**src/rtl/hrlm_pkg.sv**
```systemverilog
// Shared constants, command codes and beat/result types for the report
// learn-and-match block. No dependencies.
package hrlm_pkg;

    localparam int PATTERN_BYTES = 8;
    localparam int REPORT_MAX    = 64;

    localparam int IDX_W     = (PATTERN_BYTES > 1) ? $clog2(PATTERN_BYTES) : 1;
    localparam int LEN_W     = $clog2(PATTERN_BYTES + 1);
    localparam int CNT_W     = $clog2(REPORT_MAX + 1);
    localparam int NUM_BANKS = 3;
    localparam int BANK_W    = 2;
    localparam int RAM_DEPTH = NUM_BANKS * PATTERN_BYTES;
    localparam int RAM_AW    = (RAM_DEPTH > 1) ? $clog2(RAM_DEPTH) : 1;

    localparam int Q_DEPTH = 4;
    localparam int Q_PW    = 2;
    localparam int Q_CW    = 3;

    typedef enum logic [1:0] {
        CMD_BYTE   = 2'd0,
        CMD_ARM    = 2'd1,
        CMD_CANCEL = 2'd2
    } cmd_t;

    typedef struct packed {
        logic              valid;
        cmd_t              cmd;
        logic [7:0]        data;
        logic              last;
        logic [15:0]       handle;
        logic              tgt;
        logic              rel;
        logic              in_pat;
        logic              nz;
        logic [LEN_W-1:0]  len;
    } beat_t;

    typedef struct packed {
        logic [BANK_W-1:0] fwd;
        logic [BANK_W-1:0] back;
        logic [BANK_W-1:0] cap;
    } bank_map_t;

    // packed from MSB: action_valid lands in bit 0
    typedef struct packed {
        logic learned_target;
        logic learned;
        logic action;
        logic action_valid;
    } result_t;

    function automatic logic [RAM_AW-1:0] bank_addr(input logic [BANK_W-1:0] bank,
                                                    input logic [IDX_W-1:0] idx);
        bank_addr = RAM_AW'(bank) * RAM_AW'(PATTERN_BYTES) + RAM_AW'(idx);
    endfunction

endpackage

```
**src/rtl/hid_report_learn_and_match.sv**
```systemverilog
// Top level of the report learn-and-match block.
// Depends on hrlm_pkg, hrlm_ram, hrlm_front, hrlm_match, hrlm_outq.
//
//  channel | dir | handshake        | payload
//  s_      | in  | s_tvalid/tready  | tdata: data_byte, rpt_handle, learn_target,
//          |     |                  |        require_release; tuser: cmd; tlast
//  m_      | out | m_tvalid/tready  | tdata: action_valid, action, learned,
//          |     |                  |        learned_target
//
// One input beat per cycle while s_tready is high. The last beat of a report
// passes the registered pattern RAM read, then the compare/decide stage, which
// writes its result into the queue. Pattern bytes live in a three-bank RAM;
// capture is a bank swap, so reset needs no clearing pass. s_tready drops only
// while the four-entry result queue could overflow.
module hid_report_learn_and_match import hrlm_pkg::*; (
    input  logic        aclk,
    input  logic        aresetn,
    input  logic        s_tvalid,
    output logic        s_tready,
    input  logic [31:0] s_tdata,   // [7:0] data_byte, [23:8] rpt_handle,
                                   // [24] learn_target, [25] require_release
    input  logic [1:0]  s_tuser,   // [1:0] cmd
    input  logic        s_tlast,
    output logic        m_tvalid,
    input  logic        m_tready,
    output logic [7:0]  m_tdata    // [0] action_valid, [1] action, [2] learned,
                                   // [3] learned_target
);

    logic              accept;
    bank_map_t         banks_next;
    beat_t             beat;
    logic              ram_we;
    logic [RAM_AW-1:0] ram_waddr, ram_raddr_fwd, ram_raddr_back;
    logic [7:0]        ram_wdata, rd_fwd, rd_back;
    logic              push;
    result_t           result;
    logic              pending;

    assign accept  = s_tvalid && s_tready;
    assign pending = beat.valid && beat.cmd == CMD_BYTE && beat.last;

    hrlm_front u_front (
        .aclk            (aclk),
        .aresetn         (aresetn),
        .accept          (accept),
        .cmd             (cmd_t'(s_tuser)),
        .data_byte       (s_tdata[7:0]),
        .last_byte       (s_tlast),
        .rpt_handle      (s_tdata[23:8]),
        .learn_target    (s_tdata[24]),
        .require_release (s_tdata[25]),
        .banks           (banks_next),
        .ram_we          (ram_we),
        .ram_waddr       (ram_waddr),
        .ram_wdata       (ram_wdata),
        .ram_raddr_fwd   (ram_raddr_fwd),
        .ram_raddr_back  (ram_raddr_back),
        .beat            (beat)
    );

    hrlm_ram #(
        .WIDTH (8),
        .DEPTH (RAM_DEPTH)
    ) u_ram (
        .aclk    (aclk),
        .we      (ram_we),
        .waddr   (ram_waddr),
        .wdata   (ram_wdata),
        .raddr_a (ram_raddr_fwd),
        .raddr_b (ram_raddr_back),
        .rdata_a (rd_fwd),
        .rdata_b (rd_back)
    );

    hrlm_match u_match (
        .aclk       (aclk),
        .aresetn    (aresetn),
        .beat       (beat),
        .rd_fwd     (rd_fwd),
        .rd_back    (rd_back),
        .banks_next (banks_next),
        .push       (push),
        .result     (result)
    );

    hrlm_outq u_outq (
        .aclk     (aclk),
        .aresetn  (aresetn),
        .push     (push),
        .din      (result),
        .pending  (pending),
        .room     (s_tready),
        .m_tvalid (m_tvalid),
        .m_tready (m_tready),
        .m_tdata  (m_tdata)
    );

endmodule

```
**src/rtl/hrlm_ram.sv**
```systemverilog
// Generic synchronous RAM: one write port, two registered read ports.
// No dependencies.
module hrlm_ram #(
    parameter int WIDTH = 8,
    parameter int DEPTH = 24,
    localparam int AW = (DEPTH > 1) ? $clog2(DEPTH) : 1
) (
    input  logic             aclk,
    input  logic             we,
    input  logic [AW-1:0]    waddr,
    input  logic [WIDTH-1:0] wdata,
    input  logic [AW-1:0]    raddr_a,
    input  logic [AW-1:0]    raddr_b,
    output logic [WIDTH-1:0] rdata_a,
    output logic [WIDTH-1:0] rdata_b
);

    logic [WIDTH-1:0] mem [DEPTH];

    always_ff @(posedge aclk) begin
        if (we) begin
            mem[waddr] <= wdata;
        end
        rdata_a <= mem[raddr_a];
        rdata_b <= mem[raddr_b];
    end

endmodule

```
**src/rtl/hrlm_front.sv**
```systemverilog
// Input stage: byte counter, non-zero tracking and pattern RAM addressing.
// Depends on hrlm_pkg.
module hrlm_front import hrlm_pkg::*; (
    input  logic              aclk,
    input  logic              aresetn,
    input  logic              accept,
    input  cmd_t              cmd,
    input  logic [7:0]        data_byte,
    input  logic              last_byte,
    input  logic [15:0]       rpt_handle,
    input  logic              learn_target,
    input  logic              require_release,
    input  bank_map_t         banks,
    output logic              ram_we,
    output logic [RAM_AW-1:0] ram_waddr,
    output logic [7:0]        ram_wdata,
    output logic [RAM_AW-1:0] ram_raddr_fwd,
    output logic [RAM_AW-1:0] ram_raddr_back,
    output beat_t             beat
);

    logic [CNT_W-1:0] seen_cnt_reg, seen_cnt_next;
    logic             seen_nz_reg, seen_nz_next;
    beat_t            beat_reg, beat_next;

    logic             counted;
    logic             in_pat;
    logic [CNT_W-1:0] cnt_after;
    logic             nz_after;
    logic [IDX_W-1:0] idx;

    always_comb begin
        counted   = seen_cnt_reg < CNT_W'(REPORT_MAX);
        in_pat    = seen_cnt_reg < CNT_W'(PATTERN_BYTES);
        cnt_after = counted ? seen_cnt_reg + CNT_W'(1) : seen_cnt_reg;
        nz_after  = seen_nz_reg | (counted & (data_byte != 8'd0));
        idx       = IDX_W'(seen_cnt_reg);

        seen_cnt_next = seen_cnt_reg;
        seen_nz_next  = seen_nz_reg;
        if (accept && cmd == CMD_BYTE) begin
            if (last_byte) begin
                seen_cnt_next = '0;
                seen_nz_next  = 1'b0;
            end else begin
                seen_cnt_next = cnt_after;
                seen_nz_next  = nz_after;
            end
        end

        beat_next.valid  = accept;
        beat_next.cmd    = cmd;
        beat_next.data   = data_byte;
        beat_next.last   = last_byte;
        beat_next.handle = rpt_handle;
        beat_next.tgt    = learn_target;
        beat_next.rel    = require_release;
        beat_next.in_pat = in_pat;
        beat_next.nz     = nz_after;
        beat_next.len    = (cnt_after < CNT_W'(PATTERN_BYTES)) ? LEN_W'(cnt_after)
                                                               : LEN_W'(PATTERN_BYTES);
    end

    assign ram_we         = accept && cmd == CMD_BYTE && in_pat;
    assign ram_waddr      = bank_addr(banks.cap, idx);
    assign ram_wdata      = data_byte;
    assign ram_raddr_fwd  = bank_addr(banks.fwd, idx);
    assign ram_raddr_back = bank_addr(banks.back, idx);
    assign beat           = beat_reg;

    always_ff @(posedge aclk) begin
        if (!aresetn) begin
            seen_cnt_reg <= '0;
            seen_nz_reg  <= 1'b0;
            beat_reg     <= '0;
        end else begin
            seen_cnt_reg <= seen_cnt_next;
            seen_nz_reg  <= seen_nz_next;
            beat_reg     <= beat_next;
        end
    end

endmodule

```
**src/rtl/hrlm_match.sv**
```systemverilog
// Decision stage: pattern state, learn control, compare against RAM data and
// bank swapping on capture. Depends on hrlm_pkg.
module hrlm_match import hrlm_pkg::*; (
    input  logic       aclk,
    input  logic       aresetn,
    input  beat_t      beat,
    input  logic [7:0] rd_fwd,
    input  logic [7:0] rd_back,
    output bank_map_t  banks_next,
    output logic       push,
    output result_t    result
);

    localparam logic [BANK_W-1:0] BANK_FWD_RST  = BANK_W'(0);
    localparam logic [BANK_W-1:0] BANK_BACK_RST = BANK_W'(1);
    localparam logic [BANK_W-1:0] BANK_CAP_RST  = BANK_W'(2);

    logic             fwd_valid_reg, fwd_valid_next;
    logic [15:0]      fwd_handle_reg, fwd_handle_next;
    logic [LEN_W-1:0] fwd_len_reg, fwd_len_next;
    logic             back_valid_reg, back_valid_next;
    logic [15:0]      back_handle_reg, back_handle_next;
    logic [LEN_W-1:0] back_len_reg, back_len_next;
    logic             fwd_eq_reg, fwd_eq_next;
    logic             back_eq_reg, back_eq_next;
    logic             armed_reg, armed_next;
    logic             for_back_reg, for_back_next;
    logic             await_reg, await_next;
    bank_map_t        banks_reg;

    logic feq, beq, fm, bm;

    always_comb begin
        fwd_valid_next   = fwd_valid_reg;
        fwd_handle_next  = fwd_handle_reg;
        fwd_len_next     = fwd_len_reg;
        back_valid_next  = back_valid_reg;
        back_handle_next = back_handle_reg;
        back_len_next    = back_len_reg;
        fwd_eq_next      = fwd_eq_reg;
        back_eq_next     = back_eq_reg;
        armed_next       = armed_reg;
        for_back_next    = for_back_reg;
        await_next       = await_reg;
        banks_next       = banks_reg;
        push             = 1'b0;
        result           = '0;

        feq = fwd_eq_reg & (!beat.in_pat | (rd_fwd == beat.data));
        beq = back_eq_reg & (!beat.in_pat | (rd_back == beat.data));
        fm  = fwd_valid_reg && fwd_handle_reg == beat.handle
              && fwd_len_reg == beat.len && feq;
        bm  = back_valid_reg && back_handle_reg == beat.handle
              && back_len_reg == beat.len && beq;

        if (beat.valid) begin
            case (beat.cmd)
                CMD_ARM: begin
                    for_back_next = beat.tgt;
                    await_next    = beat.rel;
                    armed_next    = 1'b1;
                end
                CMD_CANCEL: begin
                    armed_next = 1'b0;
                end
                CMD_BYTE: begin
                    if (!beat.last) begin
                        fwd_eq_next  = feq;
                        back_eq_next = beq;
                    end else begin
                        fwd_eq_next  = 1'b1;
                        back_eq_next = 1'b1;
                        if (!beat.nz) begin
                            await_next = 1'b0;
                        end else if (armed_reg) begin
                            if (!await_reg) begin
                                // captured bank becomes the target; old target bank is reused
                                if (for_back_reg) begin
                                    back_valid_next  = 1'b1;
                                    back_handle_next = beat.handle;
                                    back_len_next    = beat.len;
                                    banks_next.back  = banks_reg.cap;
                                    banks_next.cap   = banks_reg.back;
                                end else begin
                                    fwd_valid_next  = 1'b1;
                                    fwd_handle_next = beat.handle;
                                    fwd_len_next    = beat.len;
                                    banks_next.fwd  = banks_reg.cap;
                                    banks_next.cap  = banks_reg.fwd;
                                end
                                push                  = 1'b1;
                                result.learned        = 1'b1;
                                result.learned_target = for_back_reg;
                                armed_next            = 1'b0;
                                await_next            = 1'b1;
                            end
                        end else if (fm || bm) begin
                            push                = 1'b1;
                            result.action_valid = 1'b1;
                            result.action       = !fm;
                        end
                    end
                end
                default: begin
                end
            endcase
        end
    end

    always_ff @(posedge aclk) begin
        if (!aresetn) begin
            fwd_valid_reg   <= 1'b0;
            fwd_handle_reg  <= '0;
            fwd_len_reg     <= '0;
            back_valid_reg  <= 1'b0;
            back_handle_reg <= '0;
            back_len_reg    <= '0;
            fwd_eq_reg      <= 1'b1;
            back_eq_reg     <= 1'b1;
            armed_reg       <= 1'b0;
            for_back_reg    <= 1'b0;
            await_reg       <= 1'b0;
            banks_reg.fwd   <= BANK_FWD_RST;
            banks_reg.back  <= BANK_BACK_RST;
            banks_reg.cap   <= BANK_CAP_RST;
        end else begin
            fwd_valid_reg   <= fwd_valid_next;
            fwd_handle_reg  <= fwd_handle_next;
            fwd_len_reg     <= fwd_len_next;
            back_valid_reg  <= back_valid_next;
            back_handle_reg <= back_handle_next;
            back_len_reg    <= back_len_next;
            fwd_eq_reg      <= fwd_eq_next;
            back_eq_reg     <= back_eq_next;
            armed_reg       <= armed_next;
            for_back_reg    <= for_back_next;
            await_reg       <= await_next;
            banks_reg       <= banks_next;
        end
    end

endmodule

```
**src/rtl/hrlm_outq.sv**
```systemverilog
// Result queue: small FIFO between the decision stage and the output stream.
// Depends on hrlm_pkg.
module hrlm_outq import hrlm_pkg::*; (
    input  logic    aclk,
    input  logic    aresetn,
    input  logic    push,
    input  result_t din,
    input  logic    pending,
    output logic    room,
    output logic    m_tvalid,
    input  logic    m_tready,
    output logic [7:0] m_tdata
);

    result_t         q_mem [Q_DEPTH];
    logic [Q_PW-1:0] wptr_reg, rptr_reg;
    logic [Q_CW-1:0] count_reg, count_next;
    logic            pop;

    assign pop      = m_tvalid && m_tready;
    assign m_tvalid = count_reg != '0;
    assign m_tdata  = {4'd0, q_mem[rptr_reg]};
    // one beat may still produce a result, and the next accepted beat one more
    assign room     = (count_reg + Q_CW'(pending)) <= Q_CW'(Q_DEPTH - 1);

    always_comb begin
        count_next = count_reg + Q_CW'(push) - Q_CW'(pop);
    end

    always_ff @(posedge aclk) begin
        if (push) begin
            q_mem[wptr_reg] <= din;
        end
    end

    always_ff @(posedge aclk) begin
        if (!aresetn) begin
            wptr_reg  <= '0;
            rptr_reg  <= '0;
            count_reg <= '0;
        end else begin
            if (push) begin
                wptr_reg <= wptr_reg + Q_PW'(1);
            end
            if (pop) begin
                rptr_reg <= rptr_reg + Q_PW'(1);
            end
            count_reg <= count_next;
        end
    end

endmodule

```
**config.mk**
```make
export PLATFORM = sky130hd
export DESIGN_NAME = hid_report_learn_and_match
export DESIGN_NICKNAME = d
export VERILOG_FILES = /design/src/rtl/hrlm_pkg.sv /design/src/rtl/hid_report_learn_and_match.sv /design/src/rtl/hrlm_ram.sv /design/src/rtl/hrlm_front.sv /design/src/rtl/hrlm_match.sv /design/src/rtl/hrlm_outq.sv
export SDC_FILE = /design/constraint.sdc
export NUM_CORES = 1
export LEC_CHECK = 0
export BUFFER_PORTS_ARGS = -buffer_cell sky130_fd_sc_hd__clkbuf_2
export CORE_ASPECT_RATIO = 0.6
export CORE_MARGIN = 2
export CORE_UTILIZATION = 45
export CTS_BUF_LIST = sky130_fd_sc_hd__clkbuf_2 sky130_fd_sc_hd__clkbuf_4 sky130_fd_sc_hd__clkbuf_8
export CTS_CLUSTER_SIZE = 14
export DETAILED_ROUTE_END_ITERATION = 7
export HOLD_SLACK_MARGIN = 0.12
export PLACE_DENSITY = 0.59
export SLEW_MARGIN = 15
export SYNTH_ARGS = -nofsm -noshare
export SYNTH_HDL_FRONTEND = slang
export SYNTH_SLANG_ARGS = --single-unit
```
**constraint.sdc**
```tcl
create_clock -name aclk -period 3.3 [get_ports aclk]
set_clock_uncertainty 0.2 [all_clocks]
set_input_delay 0.66 -clock aclk [delete_from_list [all_inputs] [get_ports aclk]]
set_output_delay 0.66 -clock aclk [all_outputs]
set_load 0.05 [all_outputs]
```
==> flow_metrics.py <==
metrics = {
    "run_status": {
        "status": "complete, no violations",
    },
    "worst_setup_path": {
        "timing.rr.start": "u_match.fwd_handle_reg[4]",
        "path_class": "flip-flop to flip-flop",
        "cp-end-kind": "flip-flop",
        "cp-startpoint": "u_match.fwd_handle_reg[4]",
        "rr_worst_depth": 12,
        "required_ns": 3.59,
        "crit_arrival_ns": 3.45,
        "start_kind": "flip-flop",
        "path_max_fanout": 2,
    },
    "synth": {
        "yosysTopAreaCellShare_pct": 46.6,
        "ys_seq_area_share_pct": 64.8,
        "avgSynthCellArea_um2": 14.4,
        "ys.flop_type": "edfxtp_1",
        "synth_area_leaders": "edfxtp_1 47%, dfxtp_1 18%, mux4_2 8.7%",
        "yosys.area_share.adder_pct": 1.27,
        "yosys-top-cells-count": "208 x edfxtp_1, 122 x dfxtp_1, 77 x nand2_1",
        "synthXorXnorAreaFrac_pct": 3.59,
        "synth.area.mux_share_pct": 14.0,
        "syn_area_um2": 13400,
        "synth-compound-area-share_pct": 4.89,
        "synthMostInstantiatedCell": "edfxtp_1",
        "yosys.area.top_type": "edfxtp_1",
        "ys_async_sr_fraction_pct": 0,
        "synth_top_family_by_area": "multiplexers",
        "synthSimpleGateAreaFrac_pct": 9.17,
        "synth-edff-count": 208,
        "synth-seq-cells": 330,
        "ys.warnings.count": 0,
        "ys_types": 55,
        "synthCells": 930,
    },
    "power_and_ir_drop": {
        "power.leakage_nw": 5.57,
        "ir_worst_vdd_mv": 0.358,
        "power_density_nw_per_um2": 545,
        "totalPowerFinal_mw": 8.54,
    },
    "die": {
        "num_io_pins": 49,
        "core_um2": 29000,
        "fp.dieH_um": 138,
        "start_util_pct": 46.2,
        "die_w_um": 227,
        "dieArea_um2": 31200,
        "row_count": 48,
    },
    "sta": {
        "period_share_pct": 95.8,
        "maxSlewViolCount": 0,
        "setup_violations": 0,
        "final_period_minus_worst_setup_slack_ns": 3.16,
        "slew_headroom_pct": 42.0,
        "tightest_slew_ns": 0.862,
        "max_freq_ghz": 0.316,
        "final_hold_viol_count": 0,
    },
    "final_layout": {
        "fill_cells": 2457,
        "syn2layout_area_growth_pct": 17.0,
        "drive_gt1_share_pct": 24.7,
        "fin_nets": 1116,
        "largest_reg_flops": 192,
        "fin_cells": 1504,
        "diodes": 0,
        "fin_util_pct": 54.1,
    },
    "cts": {
        "cts_root_buf": "clkbuf_8",
        "cts.sinks": 330,
        "clk_latency_ns": 0.59,
        "clk_path_buf_depth": 3,
        "clk_pin_slew_ns": 0.07,
        "cts-buffers-inserted": 50,
        "h-tree-depth": 2,
        "cts_tree": "done",
    },
    "grt": {
        "grt.total_usage_pct": 19.6,
        "grt_pass1_vias": 7723,
        "grt-ovfl-total": 0,
        "antenna_found_initial": 1,
        "grt_pass1_wl_mm": 45.1,
        "grt_max_degree": 40,
    },
    "detailed_routing": {
        "detail_route.first_pass.iterations": 5,
        "finalWirelength_mm": 29.2,
        "wl_per_cell_um": 19.4,
        "drcViolationCount": 0,
        "via_per_inst": 5.15,
        "vias": 7740,
        "ant_nets": 0,
        "drtIter0Drc": 555,
    },
    "min_path": {
        "hp-start": "s_tlast",
        "hp-class": "primary input to flip-flop",
        "whs_path_depth": 2,
    },
    "place": {
        "dp_hpwl_mm": 19.0,
        "gp_congestion": 0.748,
        "port_buffers": 38,
        "placed_cells": 1389,
    },
    "flow_run": {
        "cap_violations": 0,
    },
}
[final cells by class]
cell class | instances | area, um^2 | area share (%)
Clock inverter | 28 | 193 | 1.23
Timing Repair Buffer | 124 | 926 | 5.90
Inverter | 23 | 86.3 | 0.551
Sequential cell | 330 | 8690 | 55.4
Clock buffer | 64 | 793 | 5.06
Multi-Input combinational cell | 535 | 4490 | 28.6
Tap cell | 400 | 500 | 3.19
[placed cells by master, fill, tap and decap left out, drive strengths merged, types with 7 or more instances in the layout]
cell type and instances:
a21boi 37, a21oi 15, and2 36, buf 66, clkbuf 101, clkinv 22, dfxtp 122, dlygate4sd3 21
edfxtp 208, ha 12, inv 24, mux2 16, mux2i 50, mux4 52, nand2 78, nand2b 9
nand3 9, nand4 7, nor2 51, nor2b 23, nor3 7, nor4 9, o21ai 30, xnor2 31
xor2 24
[metal layers]
metal	up-vias	part of all wire (%)	global-route usage, %
li1	3664	-	-
met1	3867	53	31.8
met2	183	40	26.0
met4	0	0.98	4.20
met5	-	0	0
met3	26	6.4	4.56
[worst max-delay path: stages (launching register included)]
cell and delay [ns]:
dfxtp_1 0.33, xnor2_2 0.22, o221ai_2 0.16, or4_4 0.59
nor4_4 0.32, a211oi_2 0.15, inv_1 0.08, ha_1 0.14
inv_1 0.05, fa_1 0.39, xnor2_1 0.14, xnor2_1 0.13
and2_1 0.15
[power breakdown]
| part | internal, mW | total (mW) | leakage (nW) | switching [mW] |
|---|---|---|---|---|
| sequential | 4.45 | 4.53 | 2.88 | 0.0839 |
| clock | 1.75 | 3.33 | 0.520 | 1.58 |
| combinational | 0.288 | 0.680 | 2.17 | 0.392 |
| total | 6.48 | 8.54 | 5.57 | 2.06 |
[stage by stage]
stage               hold WS, ns  TNS [ns]  setup WS, ns  instance area (um^2)
floorplan                 0.240         0         0.106                 13400
global placement          0.249   -0.0175       -0.0175                 14400
detailed placement        0.254   -0.0228       -0.0228                 14400
CTS                       0.194         0        0.0333                 15600
global route              0.254   -0.0152       -0.0152                 15700
finish                    0.237         0         0.138                 15700
[worst paths after layout]
check / to / slack [ns]
max: u_outq.count_reg[2] / 0.14
min: u_front.beat[24] / 0.24
min reg2reg: u_match.fwd_valid_reg / 0.27
max reg2reg: u_outq.count_reg[2] / 0.14
[timing repair]
item | in CTS | in global routing
resized for setup | 2 | 4
pin swaps | 0 | 2
endpoints found under the setup margin | 1 | 193
hold endpoints to repair | 21 | 0
hold buffers | 21 | 0
setup buffers | 0 | 2
[cell families (layout without fill, tap and decap cells)]
group                      Yosys count  count (layout)
DFF                                330             330
and+or+nand+nor                    245             245
muxes                              118             118
AOI/OAI and AO/OA                  100             100
buffers and inverters               68             239
xor gates and xnor gates            55              55
adders and majority gates           13              13
other                                1               4
Note: power is estimated with default switching activity, not from simulation.
